==> src/rtl/vfd_pkg.sv <==
// ---------------------------------------------------------------------------
// vfd_pkg: shared types and constants of the optical link frame deframer
// Phase codes, status codes, register indexes and the result job record.
// ---------------------------------------------------------------------------
package vfd_pkg;

    localparam int FRAME_CELLS = 8;
    localparam int CELL_W      = 3;
    localparam int FRAME_W     = FRAME_CELLS * CELL_W;
    localparam int BYTE_W      = 8;
    localparam int STAT_W      = 3;
    localparam int CFG_IDX_W   = 3;
    localparam int TDATA_W     = 40;
    localparam int CNT_W       = 2;

    localparam logic [FRAME_W-1:0] FRAME_ONES = {FRAME_W{1'b1}};
    localparam logic [CNT_W-1:0]   MAX_BYTES  = 2'd3;

    typedef enum logic [1:0] {
        PH_HUNT   = 2'd0,
        PH_LENGTH = 2'd1,
        PH_DATA   = 2'd2,
        PH_END    = 2'd3
    } t_phase;

    typedef enum logic [STAT_W-1:0] {
        ST_OK         = 3'd0,
        ST_TOO_LONG   = 3'd1,
        ST_UNEXP_END  = 3'd2,
        ST_UNEXP_REP  = 3'd3,
        ST_MISSING_END = 3'd4
    } t_status;

    typedef enum logic [CFG_IDX_W-1:0] {
        REG_START   = 3'd0,
        REG_END     = 3'd1,
        REG_REPEAT  = 3'd2,
        REG_ESCAPE  = 3'd3,
        REG_ESC_ESC = 3'd4,
        REG_MAX_LEN = 3'd5
    } t_reg_idx;

    typedef struct packed {
        logic               is_stat;
        t_status            code;
        logic [FRAME_W-1:0] len;
        logic [FRAME_W-1:0] word;
        logic [CNT_W-1:0]   cnt;
    } t_job;

endpackage

==> src/rtl/vlc_frame_deframer.sv <==
// ---------------------------------------------------------------------------
// vlc_frame_deframer: frame-level deframer for an optical link
// Hunts for START, takes a length frame, turns data frames into payload
// bytes with ESCAPE and REPEAT handling, and closes each message with a
// status result.
//
//   channel   direction  handshake                    payload
//   s_axis    in         s_axis_tvalid/s_axis_tready  tdata: frame_cells
//   m_axis    out        m_axis_tvalid/m_axis_tready  tdata, tuser: kind, tlast: last
//   cfg       in         i_cfg_valid/o_cfg_ready      i_cfg_index, i_cfg_data
//
// A frame is decoded in the cycle it is accepted; its results (zero to three)
// leave from the job register one per cycle while m_axis_tready is high.
// The next frame is accepted in the cycle the last result of the previous
// one is taken. Reset is synchronous, active low, and returns to hunting.
// Configuration writes are always taken.
// ---------------------------------------------------------------------------
module vlc_frame_deframer (
    input  logic                            i_clk,
    input  logic                            i_rst_n,
    input  logic                            s_axis_tvalid,
    output logic                            s_axis_tready,
    input  logic [vfd_pkg::FRAME_W-1:0]     s_axis_tdata,   // [23:0] frame_cells
    output logic                            m_axis_tvalid,
    input  logic                            m_axis_tready,
    output logic [vfd_pkg::TDATA_W-1:0]     m_axis_tdata,   // [7:0] data_byte,
                                                            // [10:8] status_code,
                                                            // [34:11] message_length
    output logic                            m_axis_tuser,   // [0] kind
    output logic                            m_axis_tlast,
    input  logic                            i_cfg_valid,
    output logic                            o_cfg_ready,
    input  logic [vfd_pkg::CFG_IDX_W-1:0]   i_cfg_index,
    input  logic [vfd_pkg::FRAME_W-1:0]     i_cfg_data
);
    import vfd_pkg::*;

    logic [FRAME_W-1:0] r_start, r_end, r_repeat, r_escape, r_esc_esc, r_max_len;

    t_phase             r_phase, n_phase;
    logic               r_esc_pend, n_esc_pend;
    logic [FRAME_W-1:0] r_expected, n_expected;
    logic [FRAME_W-1:0] r_delivered, n_delivered;
    logic [FRAME_W-1:0] r_prev, n_prev;
    logic               r_first_seen, n_first_seen;

    t_job               r_job, n_job;
    logic               r_busy;
    logic [CNT_W-1:0]   r_idx;

    logic               in_acc, out_acc, job_load;
    logic [FRAME_W-1:0] f, remaining;
    logic [CNT_W-1:0]   count;
    logic [4:0]         shift;

    assign o_cfg_ready = 1'b1;

    always_ff @(posedge i_clk) begin
        if (!i_rst_n) begin
            r_start   <= '0;
            r_end     <= '0;
            r_repeat  <= '0;
            r_escape  <= '0;
            r_esc_esc <= '0;
            r_max_len <= FRAME_ONES;
        end else if (i_cfg_valid) begin
            case (i_cfg_index)
                REG_START:   r_start   <= i_cfg_data;
                REG_END:     r_end     <= i_cfg_data;
                REG_REPEAT:  r_repeat  <= i_cfg_data;
                REG_ESCAPE:  r_escape  <= i_cfg_data;
                REG_ESC_ESC: r_esc_esc <= i_cfg_data;
                REG_MAX_LEN: r_max_len <= i_cfg_data;
                default: ;
            endcase
        end
    end

    // output side
    assign m_axis_tvalid = r_busy;
    assign m_axis_tuser  = r_job.is_stat;
    assign m_axis_tlast  = r_job.is_stat || (r_idx == r_job.cnt - 2'd1);
    assign shift         = 5'd16 - {r_idx, 3'b000};

    always_comb begin
        m_axis_tdata = '0;
        if (r_job.is_stat) begin
            m_axis_tdata[10:8]  = r_job.code;
            m_axis_tdata[34:11] = r_job.len;
        end else begin
            m_axis_tdata[7:0] = BYTE_W'(r_job.word >> shift);
        end
    end

    assign out_acc       = m_axis_tvalid && m_axis_tready;
    assign s_axis_tready = !r_busy || (m_axis_tready && m_axis_tlast);
    assign in_acc        = s_axis_tvalid && s_axis_tready;

    // decode
    assign f         = s_axis_tdata;
    assign remaining = r_expected - r_delivered;
    assign count     = (remaining < FRAME_W'(MAX_BYTES)) ? remaining[CNT_W-1:0] : MAX_BYTES;

    always_comb begin
        n_phase      = r_phase;
        n_esc_pend   = r_esc_pend;
        n_expected   = r_expected;
        n_delivered  = r_delivered;
        n_prev       = r_prev;
        n_first_seen = r_first_seen;
        job_load     = 1'b0;
        n_job        = '{is_stat: 1'b1, code: ST_OK, len: '0, word: f, cnt: count};

        case (r_phase)
            PH_HUNT: begin
                if (f == r_start) n_phase = PH_LENGTH;
            end
            PH_LENGTH: begin
                if (f > r_max_len) begin
                    job_load   = 1'b1;
                    n_job.code = ST_TOO_LONG;
                    n_phase    = PH_HUNT;
                    n_esc_pend = 1'b0;
                end else begin
                    n_expected   = f;
                    n_delivered  = '0;
                    n_first_seen = 1'b0;
                    n_esc_pend   = 1'b0;
                    n_phase      = (f == '0) ? PH_END : PH_DATA;
                end
            end
            PH_DATA: begin
                if (r_esc_pend) begin
                    n_esc_pend    = 1'b0;
                    job_load      = 1'b1;
                    n_job.is_stat = 1'b0;
                    if (f == r_esc_esc) n_job.word = r_escape;
                end else if (f == r_end) begin
                    job_load   = 1'b1;
                    n_job.code = ST_UNEXP_END;
                    n_phase    = PH_HUNT;
                end else if (!r_first_seen && f == r_repeat) begin
                    job_load   = 1'b1;
                    n_job.code = ST_UNEXP_REP;
                    n_phase    = PH_HUNT;
                end else if (f == r_escape) begin
                    n_esc_pend = 1'b1;
                end else begin
                    job_load      = 1'b1;
                    n_job.is_stat = 1'b0;
                    if (f == r_repeat) n_job.word = r_prev;
                end
                if (job_load && !n_job.is_stat) begin
                    n_delivered  = r_delivered + FRAME_W'(count);
                    n_prev       = f;
                    n_first_seen = 1'b1;
                    if (n_delivered >= r_expected) n_phase = PH_END;
                end
            end
            PH_END: begin
                job_load   = 1'b1;
                n_phase    = PH_HUNT;
                n_esc_pend = 1'b0;
                if (f == r_end || (f == r_repeat && r_first_seen && r_prev == r_end)) begin
                    n_job.code = ST_OK;
                    n_job.len  = r_delivered;
                end else begin
                    n_job.code = ST_MISSING_END;
                end
            end
            default: begin
                n_phase    = PH_HUNT;
                n_esc_pend = 1'b0;
            end
        endcase
    end

    always_ff @(posedge i_clk) begin
        if (!i_rst_n) begin
            r_phase      <= PH_HUNT;
            r_esc_pend   <= 1'b0;
            r_expected   <= '0;
            r_delivered  <= '0;
            r_prev       <= '0;
            r_first_seen <= 1'b0;
            r_busy       <= 1'b0;
            r_idx        <= '0;
        end else begin
            if (in_acc) begin
                r_phase      <= n_phase;
                r_esc_pend   <= n_esc_pend;
                r_expected   <= n_expected;
                r_delivered  <= n_delivered;
                r_prev       <= n_prev;
                r_first_seen <= n_first_seen;
            end
            if (in_acc && job_load) begin
                r_busy <= 1'b1;
                r_idx  <= '0;
            end else if (out_acc) begin
                if (m_axis_tlast) r_busy <= 1'b0;
                else              r_idx  <= r_idx + 2'd1;
            end
        end
    end

    always_ff @(posedge i_clk) begin
        if (in_acc && job_load) r_job <= n_job;
    end

    a_idx_in_range: assert property (@(posedge i_clk) disable iff (!i_rst_n)
        (r_busy && !r_job.is_stat) |-> (r_idx < r_job.cnt))
        else $error("byte index beyond byte count");

    a_data_not_done: assert property (@(posedge i_clk) disable iff (!i_rst_n)
        (r_phase == PH_DATA) |-> (r_delivered < r_expected))
        else $error("data phase with no bytes remaining");

    a_escape_in_data: assert property (@(posedge i_clk) disable iff (!i_rst_n)
        r_esc_pend |-> (r_phase == PH_DATA))
        else $error("escape pending outside data phase");

    a_len_only_ok: assert property (@(posedge i_clk) disable iff (!i_rst_n)
        (r_busy && r_job.is_stat && r_job.len != '0) |-> (r_job.code == ST_OK))
        else $error("message length on an error status");

endmodule
==> config.mk <==
export PLATFORM = sky130hd
export DESIGN_NAME = vlc_frame_deframer
export DESIGN_NICKNAME = d
export VERILOG_FILES = /design/src/rtl/vfd_pkg.sv /design/src/rtl/vlc_frame_deframer.sv
export SDC_FILE = /design/constraint.sdc
export NUM_CORES = 1
export LEC_CHECK = 0
export ABC_CLOCK_PERIOD_IN_PS = 7700
export BUFFER_PORTS_ARGS = -buffer_cell sky130_fd_sc_hd__buf_2
export CAP_MARGIN = 15
export CORE_MARGIN = 2
export CORE_UTILIZATION = 41
export DETAILED_ROUTE_END_ITERATION = 8
export PLACE_DENSITY = 0.55
export SLEW_MARGIN = 40
export SYNTH_ARGS = -nofsm -noshare
export SYNTH_HDL_FRONTEND = slang
export SYNTH_SLANG_ARGS = --single-unit
==> constraint.sdc <==
create_clock -name i_clk -period 7.7 [get_ports i_clk]
set_input_delay 0.77 -clock i_clk [delete_from_list [all_inputs] [get_ports i_clk]]
set_output_delay 0.77 -clock i_clk [all_outputs]
set_load 0.05 [all_outputs]
======== Word-level counts from Yosys, hierarchy flattened ========
Index checks and enable logic that the tools add are counted.
operators by class
  add/subtract/negate cells ............... 5
  $lt $le $gt $ge ......................... 3
  equal/unequal tests ..................... 18
  shift operators ......................... 1
  multiplexer cells ....................... 50
  bitwise gates (word level) .............. 3
  reductions and logical operators ........ 37
operators with widths
  operator             count
  $mux 24              9
  $eq 24x24->1         6
  $pmux 24 s2          1
  $mux 27              1
  $add 24x2->24        1
  $ge 24x24->1         1
  $gt 24x24->1         1
  $logic_not 24->1     1
  $lt 24x2->1 const B  1
  $shr 24x5->8         1
  $sub 24x24->24       1
  $mux 2               11
  $reduce_and 2->1     11
  $mux 1               21
  $pmux 3 s3           1
  $logic_and 1x1->1    8
  $mux 8               1
  $pmux 2 s4           1
  $reduce_bool 2->1    4
  $eq 3x2->1 const B   2
  $eq 3x3->1 const B   2
  $ne 2x2->1 const B   3
  $reduce_and 3->1     2
  $sub 5x5->5 const A  1
  16 further kinds     25
storage, ports and cells
  bits in registers ....................... 277
  bits of input ports ..................... 56
  output and inout bits ................... 45
  word-level logic and storage cells ...... 136

======== Depth between registers and ports, before layout ========
Gate-level depths: netlist of the first run.
  word-level depth ........................ 10
  mapped depth ............................ 30
  gate-level depth less buffers ........... 29

======== Worst setup path after synthesis of the first run ========
Ideal clock, no wire load.
  path type ............................... register -> register
  start point ............................. register r_delivered[6]
  end point ............................... register r_phase[0]
  data arrival time ....................... 5.980 ns
  path slack .............................. 1.595 ns
  stages on the path, launching flop included .. 30
  clock period less this slack ............ 6.105 ns
  cells stage by stage .................... dfxtp_1 inv_1 ha_1 buf_6 a21o_1 a311oi_1 nor2_1 o31a_1 o2111a_1 or4_1 a21oi_1 nand3_1 or2_2 ha_1 a21o_1 nand2_1 nor3_1 and4_1 buf_1 nand2_1 xnor2_1 ha_1 a21o_1 a21o_1 a21oi_1 a21oi_1 a221oi_1 o21ai_0 o21ai_0 a31oi_1
between the ends
  cells in the longest elaborated chain, start to end .. 8
ends and longest elaborated chain
  item                    line                       source
  from (decl)             vlc_frame_deframer.sv:43   logic [FRAME_W-1:0] r_delivered, n_delivered;
  from (signal assigned)  vlc_frame_deframer.sv:193  r_delivered <= n_delivered;
  $sub 24x24->24          vlc_frame_deframer.sv:101  assign remaining = r_expected - r_delivered;
  $lt 24x2->1             vlc_frame_deframer.sv:102  assign count = (remaining < FRAME_W'(MAX_BYTES)) ? remaining[CNT_W-1:0] : MAX_BYTES;
  $mux 2                  vlc_frame_deframer.sv:102
  net count[1]            vlc_frame_deframer.sv:53   logic [CNT_W-1:0] count;
  $add 24x2->24           vlc_frame_deframer.sv:154  n_delivered = r_delivered + FRAME_W'(count);
  $ge 24x24->1            vlc_frame_deframer.sv:157  if (n_delivered >= r_expected) n_phase = PH_END;
  $mux 2                  vlc_frame_deframer.sv:157
  $mux 2                  vlc_frame_deframer.sv:153  if (job_load && !n_job.is_stat) begin
  $pmux 2 s4              vlc_frame_deframer.sv:114  case (r_phase)
  to (signal assigned)    vlc_frame_deframer.sv:190  r_phase <= n_phase;
  to (decl)               vlc_frame_deframer.sv:40   t_phase r_phase, n_phase;
The timed path passes the listed nets, and every way through them passes these cells.
A chain may end at the register's enable or synchronous reset.

======== Worst setup path after layout of the first run ========
  start point ............................. register r_delivered[7]
  end point ............................... register r_phase[0]
The elaborated chain is that of the path after synthesis.

==> out/results.txt, run 1 <==
Hold Vio Cnt, Final -> 0
Worst path required time -> 8130 ps
Min-delay worst type -> reg -> reg
Fmax -> 0.1513 GHz
R2r startpoint -> r_delivered[7]
Post-synthesis compound-gate area fraction -> 17.86%
Crit-path slowest cell -> dfxtp_1
CP endpoint kind -> flop
Slowest stage delay, CP -> 450 ps
Setup Fix Bufs, Post-CTS -> 0
CP Buf/Inv Count -> 2
Min Tclk post-route -> 6610 ps
Fillers -> 3914
Family with the most delay on the worst path -> compound AO/OA/AOI/OAI gates
Simple-Gate Fraction of Synth Area -> 20.61%
Detailed Place HPWL -> 38710 µm
Post-layout instance area -> 0.01847 mm²
Fin. max-slew vios -> 0
Post-synthesis mux area share -> 3.964%
Syn Area/Cell -> 8.381 µm²
Total Power -> 3524 µW
Gr usage total -> 26.45%
Total Neg Setup Slack -> 0 ps
Post-synth ARST share -> 0%
Measured slew at the worst slew-check pin -> 850.7 ps
Post-synthesis xor/xnor area fraction -> 9.515%
Vias per cell -> 5.619
Maximum buffer depth of the clock tree -> 3
Area Overhead vs Synth -> 12.07%
Row cnt -> 73
Pre-antenna DRT Iters -> 5
CP Capture Point -> r_phase[0]
Placed standard-cell area -> 0.01730 mm²
Worst EP arrival -> 7040 ps
Port Buffers -> 94
Sink Count -> 277
Drt total wl -> 55190 µm
Chip Width -> 204.5 µm
Final RePlAce weighted congestion -> 0.9619
Residual DRC -> 0
Worst-skew pair later-pin latency -> 550 ps
CTS tree -> yes
Worst reg-to-reg setup slack -> 1090 ps
Final setup fails -> 0
Diode count -> 0
Synth Register Bits -> 277
Crit start category -> flop
Prevailing post-synth register cell -> dfxtp_1
Core Util, Final -> 46.48%
Mapped Area -> 0.01648 mm²
Clk slew on worst S/H paths -> 60 ps
WS Path Type -> reg -> reg
Initial Util -> 41.47%
Clk_skew -> 18.45 ps
Register area -> 0.006086 mm²
Cts repair resizes -> 0
Num CTS Buffers -> 34
Area of the multi-input gates -> 0.009600 mm²
Worst Path Max Fanout -> 11
Pre-CTS setup slack -> 1189 ps
Setup ws final -> 1090 ps
Io pins -> 101
Final period util -> 85.84%
Die Y-Extent -> 204.5 µm
Ys Warns -> 0
Pleak -> 0.006833 µW
Worst slew margin -> 42.77%
Reg-to-Reg End -> r_phase[0]
RSZ-0062 raised after global routing -> false
Register-to-Register Path Depth -> 28
Number of distinct library cells after synthesis -> 67
Layout cells sized above 1 -> 10.21%
Post-synthesis cell count -> 1966
Htree depth -> 2
Maximum vdd drop -> 153.3 µV
Hold-fix buffers, CTS -> 0
GRT Residual Overflow -> 0
Core ar. -> 0.03973 mm²
Initial DRC count -> 1274
Pwr dens -> 190.9 mW/mm²
Main combinational cell family by area after synthesis -> simple AND/OR/NAND/NOR gates
Origin of the worst setup path -> r_delivered[7]
Die Area -> 0.04181 mm²
WP depth -> 28
Post-synth EDFFs -> 54
Vias -> 14230
Number of antenna violations at the first check in global routing -> 0
Status -> completed
Maxcap violations -> 0
Pin count of the biggest net entering global routing -> 87
Post-route ant nets -> 0
Seq/Total Area, Yosys -> 36.94%
Synthesized-area fraction occupied by adder cells -> 5.710%
Root Driver -> clkbuf_16
Final #Nets -> 2111
DR WL/cell -> 21.80 µm
Number of global-route vias before repair -> 13610
First-pass GRT wire length -> 83320 µm
[worst min path at each step]
| stage | from | end | slack [ps] | depth (start not counted) |
|---|---|---|---|---|
| 3_3_place_gp | r_repeat[6] | r_repeat[6] | 460 | 2 |
| 5_1_grt | r_start[8] | r_start[8] | 490 | 2 |
| 6_report | r_esc_esc[19] | r_esc_esc[19] | 480 | 2 |
| 3_5_place_dp | r_esc_esc[19] | r_esc_esc[19] | 470 | 2 |
| 2_1_floorplan | r_max_len[0] | r_max_len[0] | 450 | 2 |
| 4_1_cts | r_esc_esc[19] | r_esc_esc[19] | 480 | 2 |
[layout by cell type (no fill, tap or decap), drive strengths merged, types with 7 or more instances in the layout]
cell type,netlist,routed
mux2,18,18
and3,12,12
a21oi,74,74
mux2i,45,45
xor2,64,64
o22ai,21,21
inv,86,88
o21a,8,8
a211oi,7,7
edfxtp,54,54
a21o,28,28
a21boi,150,150
o21ai,34,34
a22oi,7,7
dfxtp,223,223
nor2,77,77
nor4,34,34
nor3,23,23
and2,59,59
clkinv,0,8
nand2,363,363
nand3,29,29
o211ai,34,34
ha,72,72
a31oi,13,13
clkbuf,120,45
xnor2,115,115
nor2b,44,44
buf,19,114
nand4,43,43
[tightest hold or removal path, cell delays in order, from the launching register on]
cell and delay, ps:
dfxtp_1 310, nand2_1 50, a21boi_0 60
[state kept, by name, summed over array words and instances, names as in the netlist]
signal / cells
r_first_seen: 1
r_expected: 24
r_delivered: 24
r_phase: 2
r_max_len: 24
r_esc_pend: 1
r_escape: 24
m_axis_tvalid: 1
r_esc_esc: 24
m_axis_tuser: 1
r_idx: 2
r_job: 53
r_prev: 24
r_end: 24
r_start: 24
r_repeat: 24
[report_power, final]
part	internal, µW	switching (µW)
Sequential	1490	14.8
Combinational	114	213
Clock	1010	677
Total	2620	904
[per-stage QoR]
stage          cells  hold WS, ps
2_1_floorplan   1970        445.9
3_3_place_gp    2467        462.7
3_5_place_dp    2470        471.3
4_1_cts         2532        479.3
5_1_grt         2532        491.3
6_report        2532        476.9
[layer usage]
metal,GRT usage [%],share of wire [%],vias to the layer above
met3,4.161,6.4,112
met2,40.74,44,491
met4,11.13,3.9,0
met1,36.72,46,6815
li1,-,-,6810
met5,0,0,-
[cell type report]
cell class | instances | share of cell area [%]
Clock buffer | 45 | 5.156
Clock inverter | 17 | 1.159
Inverter | 86 | 1.748
Multi-Input combinational cell | 1468 | 51.99
Sequential cell | 277 | 32.96
Tap cell | 525 | 3.557
Timing Repair Buffer | 114 | 3.435
[cells by family (layout without fill, tap and decap cells)]
group	after synthesis	after routing
buf+inv	225	262
flops	277	277
mux	63	63
compound gates	425	425
simple gates	721	721
fa+ha+maj	74	74
xor+xnor	179	179
other cells	2	6
[synth_stat cells, types with 4 or more instances]
master / instances / area (µm²)
nand2_1: 363 / 1363
dfxtp_1: 223 / 4464
a21boi_0: 150 / 1126
clkbuf_1: 120 / 450.4
xnor2_1: 115 / 1007
inv_1: 86 / 322.8
nor2_1: 77 / 289.0
a21oi_1: 74 / 370.4
ha_1: 72 / 900.9
xor2_1: 64 / 560.5
and2_1: 58 / 362.9
edfxtp_1: 54 / 1622
mux2i_1: 45 / 450.4
nor2b_1: 44 / 275.3
nand4_1: 43 / 269.0
nor4_1: 34 / 212.7
o211ai_1: 34 / 255.2
o21ai_0: 33 / 165.2
nand3_1: 29 / 145.1
a21o_1: 28 / 210.2
nor3_1: 23 / 115.1
o22ai_1: 21 / 131.4
mux2_2: 18 / 202.7
a31oi_1: 13 / 81.33
and3_1: 12 / 75.07
buf_1: 10 / 37.54
o21a_1: 8 / 60.06
a211oi_1: 7 / 52.55
a22oi_1: 7 / 52.55
and4_1: 6 / 52.55
buf_4: 6 / 45.04
nand2b_1: 6 / 37.54
nor3b_1: 6 / 45.04
o22a_1: 6 / 52.55
a311oi_1: 5 / 43.79
o31a_1: 5 / 43.79
a2111oi_0: 4 / 35.03
or4_1: 4 / 30.03
No activity file was read; power rests on OpenSTA's default activity.
==> inputs of run 2 (changes only) <==
==> constraint.sdc (replaced) <==
create_clock -name i_clk -period 7.7 [get_ports i_clk]
set_input_delay 1.155 -clock i_clk [delete_from_list [all_inputs] [get_ports i_clk]]
set_output_delay 1.155 -clock i_clk [all_outputs]
set_load 0.05 [all_outputs]
==> run 2 against run 1 <==
  * Fmax down 1.7%
  * Global-route usage up 0.099 points
  * Sequential cell count unchanged
  * Utilization up 0.095 points
  * Combinational power about the same
  * Clock skew up 6.1 ps
==> out/results.txt, run 2 (synthesis results as in run 1) <==
Pre-antenna DRT Iters -> 6
Worst Path Max Fanout -> 11
Most common cell after layout, fill and taps aside -> nand2_1
CTS tree -> yes
GRT Residual Overflow -> 0
Hold Vio Cnt, Final -> 0
Gr usage total -> 26.55%
Final #Nets -> 2113
Total Neg Setup Slack -> 0 ps
Register area -> 0.006086 mm²
Fillers -> 3924
Htree depth -> 2
Detailed Place HPWL -> 38740 µm
First-pass GRT wire length -> 83590 µm
Worst Hold Launch -> r_repeat[6]
R2r startpoint -> r_delivered[7]
Vias per cell -> 5.597
Maxcap violations -> 0
Vias -> 14180
Most frequent cells in the layout -> nand2_1, dfxtp_1, a21boi_0, xnor2_1, buf_2
Crit start category -> flop
Io pins -> 101
Final period util -> 87.33%
Pin count of the biggest net entering global routing -> 87
Biggest register -> r_job
Worst slew margin -> 38.73%
Measured slew at the worst slew-check pin -> 910.7 ps
Worst EP arrival -> 7150 ps
Placed standard-cell area -> 0.01732 mm²
Cts repair resizes -> 0
Core ar. -> 0.03973 mm²
Fin. max-slew vios -> 0
Fmax -> 0.1487 GHz
Min Tclk post-route -> 6724 ps
Min-delay worst type -> reg -> reg
Initial Util -> 41.47%
Root Driver -> clkbuf_16
Pwr dens -> 190.8 mW/mm²
Slowest stage delay, CP -> 450 ps
Die Y-Extent -> 204.5 µm
WS Path Type -> reg -> reg
Area Overhead vs Synth -> 12.30%
Residual DRC -> 0
Row cnt -> 73
Initial DRC count -> 1159
Drt total wl -> 55260 µm
Port Buffers -> 94
Maximum vdd drop -> 168.8 µV
Area of the multi-input gates -> 0.009613 mm²
Post-route ant nets -> 0
RSZ-0062 raised after global routing -> false
Clk_skew -> 24.58 ps
Final setup fails -> 0
Number of global-route vias before repair -> 13530
Sink Count -> 277
Setup Fix Bufs, Post-CTS -> 0
Total Power -> 3531 µW
Diode count -> 0
Worst path required time -> 8130 ps
Fin cells -> 2533
Clk slew on worst S/H paths -> 60 ps
Worst-skew pair later-pin latency -> 560 ps
Chip Width -> 204.5 µm
Final RePlAce weighted congestion -> 0.9613
Crit-path slowest cell -> dfxtp_1
Status -> completed
Post-layout instance area -> 0.01850 mm²
Num CTS Buffers -> 34
CP endpoint kind -> flop
Origin of the worst setup path -> r_delivered[7]
Hold-fix buffers, CTS -> 0
Number of antenna violations at the first check in global routing -> 0
Pleak -> 0.006852 µW
Layout cells sized above 1 -> 10.31%
Max FFs per register -> 53
DR WL/cell -> 21.81 µm
Placed cell count -> 2472
Die Area -> 0.04181 mm²
Maximum buffer depth of the clock tree -> 3
## run 2: per-layer routing
layer | GRT usage [%] | up-vias | share of wire, %
met1 | 37.44 | 6789 | 47
met2 | 40.87 | 490 | 44
met3 | 3.555 | 85 | 6.0
li1 | - | 6813 | -
met4 | 10.71 | 0 | 3.7
met5 | 0 | - | 0
## run 2: final cells by class
cell class | instances | share of cell area (%)
repair buffers | 116 | 3.550
clock inverters | 14 | 1.021
inverters | 86 | 1.745
multi-input cells | 1468 | 51.95
clock buffers | 47 | 5.294
flip-flops and latches | 277 | 32.89
well taps | 525 | 3.550
## run 2: final timing paths
check                endpoint  slack, ps  depth (start not counted)
setup / recovery   r_phase[0]        980                         28
hold / removal    r_repeat[6]        480                          2
setup reg to reg   r_phase[0]        980                         28
hold reg to reg   r_repeat[6]        480                          2
## run 2: report_power, final
group	leakage, µW	internal (µW)	switching, µW
sequential	0.00223	1490	14.7
clock	0.000574	1030	667
combinational	0.00405	114	214
## run 2: critical path, delay by kind of cell (launching register included)
kind	cells	cell delay, ps
simple gates	7	1570
flops	1	450
fa+ha+maj	3	980
xor+xnor	1	180
buf+inv	2	310
compound gates	15	3130
## run 2: metrics by stage
step	hold slack, ps	worst slack, ps	utilization (%)
detailed placement	468.1	1096	43.59
global placement	462.7	1273	43.42
finish	476.6	975.6	46.57
global route	493.8	289.6	46.57
floorplan	445.9	1595	-
CTS	477.7	1085	46.53
==> inputs of run 3 (changes only) <==
--- a/config.mk
+++ b/config.mk
@@ -10,6 +10,7 @@
 export CAP_MARGIN = 15
 export CORE_MARGIN = 2
 export CORE_UTILIZATION = 41
+export CTS_BUF_LIST = sky130_fd_sc_hd__clkbuf_8
 export DETAILED_ROUTE_END_ITERATION = 8
 export PLACE_DENSITY = 0.55
 export SLEW_MARGIN = 40
==> run 3 against run 2 <==
  * Via count is 0.38% higher
  * Worst hold slack about the same
  * Clock power fell by 11%
==> out/results.txt, run 3 (synthesis results as in run 1) <==
Htree depth -> 2
DR WL/cell -> 21.55 µm
Residual DRC -> 0
Worst path required time -> 8230 ps
Detailed Place HPWL -> 38740 µm
First-pass GRT wire length -> 83670 µm
Row cnt -> 73
Max FFs per register -> 53
Worst hold endpoint -> r_start[10]
Hold path depth -> 2
Clk slew on worst S/H paths -> 60 ps
Num CTS Buffers -> 51
CTS tree -> yes
Crit start category -> flop
Core ar. -> 0.03973 mm²
Fillers -> 3981
Total Neg Setup Slack -> 0 ps
Area Overhead vs Synth -> 11.86%
Vias per cell -> 5.546
Pwr dens -> 181.6 mW/mm²
Io pins -> 101
Number of global-route vias before repair -> 13690
Die Area -> 0.04181 mm²
Register-to-Register Path Depth -> 28
Worst slew margin -> 46.35%
Chip Width -> 204.5 µm
Crit-path slowest cell -> or4_1
Min Tclk post-route -> 6664 ps
Final setup fails -> 0
Hold-fix buffers, CTS -> 0
Sink Count -> 277
Clk_skew -> 36.56 ps
WS Path Type -> reg -> reg
Initial DRC count -> 1140
Layout cells sized above 1 -> 11.42%
RSZ-0062 raised after global routing -> false
Final RePlAce weighted congestion -> 0.9613
Post-route ant nets -> 0
Maximum buffer depth of the clock tree -> 3
Slowest stage delay, CP -> 500 ps
Port Buffers -> 94
Final hold slack -> 476.6 ps
Maximum vdd drop -> 138.0 µV
Worst EP arrival -> 7190 ps
Most frequent cells in the layout -> nand2_1, dfxtp_1, a21boi_0, xnor2_1, inv_1
R2r startpoint -> r_delivered[6]
Total Power -> 3346 µW
Worst Path Max Fanout -> 11
Reg-to-Reg End -> r_phase[0]
Core Util, Final -> 46.39%
Min-delay worst type -> reg -> reg
Drt total wl -> 55300 µm
Pin count of the biggest net entering global routing -> 87
Final period util -> 86.55%
Fmax -> 0.1501 GHz
Maxcap violations -> 0
Fin. max-slew vios -> 0
Number of antenna violations at the first check in global routing -> 0
Worst-skew pair later-pin latency -> 670 ps
Gr usage total -> 26.53%
Root Driver -> clkbuf_8
Status -> completed
Pre-antenna DRT Iters -> 5
Worst reg-to-reg setup slack -> 1040 ps
Setup Fix Bufs, Post-CTS -> 0
Pleak -> 0.006907 µW
Crit-path most repeated cell -> a21o_1
Initial Util -> 41.47%
Vias -> 14230
Hold Vio Cnt, Final -> 0
GRT Residual Overflow -> 0
Diode count -> 0
Cts repair resizes -> 0
Most common cell after layout, fill and taps aside -> nand2_1
CP endpoint kind -> flop
Final #Nets -> 2130
Worst Hold Launch -> r_start[10]
Die Y-Extent -> 204.5 µm
Biggest register -> r_job
Measured slew at the worst slew-check pin -> 801.8 ps
## run 3: cell count changes in the layout (fill, tap and decap cells not counted), moves of 2 or more
cell / delta
inv_1: +14
clkinv_2: +6
clkbuf_16: -34
clkbuf_1: -5
clkbuf_8: +57
clkinv_1: -2
inv_8: +2
bufinv_16: -2
inv_6: -2
## run 3: critical path, delay by kind of cell, from the launching register on
kind | cells | cell delay, ps
buf+inv | 2 | 310
xor+xnor | 1 | 140
flops | 1 | 410
compound gates | 14 | 2770
simple gates | 8 | 1940
fa+ha+maj | 3 | 1010
## run 3: metal layers
metal / global-route usage (%) / vias to the layer above / routed length (µm)
li1: - / 6852 / -
met1: 37.24 / 6772 / 25530
met2: 40.65 / 504 / 23970
met3: 4.145 / 103 / 3589
met4: 10.58 / 0 / 2209
met5: 0 / - / 0
## run 3: final cells by class
| class | instances | area, µm² | share of cell area (%) |
|---|---|---|---|
| Timing Repair Buffer | 116 | 656.9 | 3.564 |
| Tap cell | 525 | 656.9 | 3.564 |
| Clock inverter | 29 | 201.4 | 1.093 |
| Clock buffer | 65 | 894.6 | 4.854 |
| Sequential cell | 277 | 6086 | 33.02 |
| Multi-Input combinational cell | 1468 | 9613 | 52.16 |
| Inverter | 86 | 322.8 | 1.751 |
## run 3: per-stage QoR
| stage | cell area (µm²) | instances | setup slack (ps) |
|---|---|---|---|
| 2_1_floorplan | 16490 | 1970 | 1595 |
| 3_3_place_gp | 17250 | 2468 | 1273 |
| 3_5_place_dp | 17320 | 2472 | 1096 |
| 4_1_cts | 18420 | 2566 | 1095 |
| 5_1_grt | 18430 | 2566 | 299.0 |
| 6_report | 18430 | 2566 | 1036 |
## run 3: how the worst max path moves through the flow
stage                         startpoint  depth (start not counted)  slack, ps         end
after floorplan           r_delivered[6]                         29       1600  r_phase[0]
after global placement    r_delivered[6]                         28       1270  r_phase[0]
after detailed placement  r_delivered[6]                         28       1100  r_phase[0]
after CTS                 r_delivered[6]                         28       1090  r_phase[0]
after global routing      r_delivered[7]                         28        300  r_phase[0]
final                     r_delivered[6]                         28       1040  r_phase[0]
## run 3: power by group
part | switching (µW) | internal [µW] | total, µW
Sequential | 14.7 | 1490 | 1510
Combinational | 214 | 114 | 328
Clock | 676 | 834 | 1510
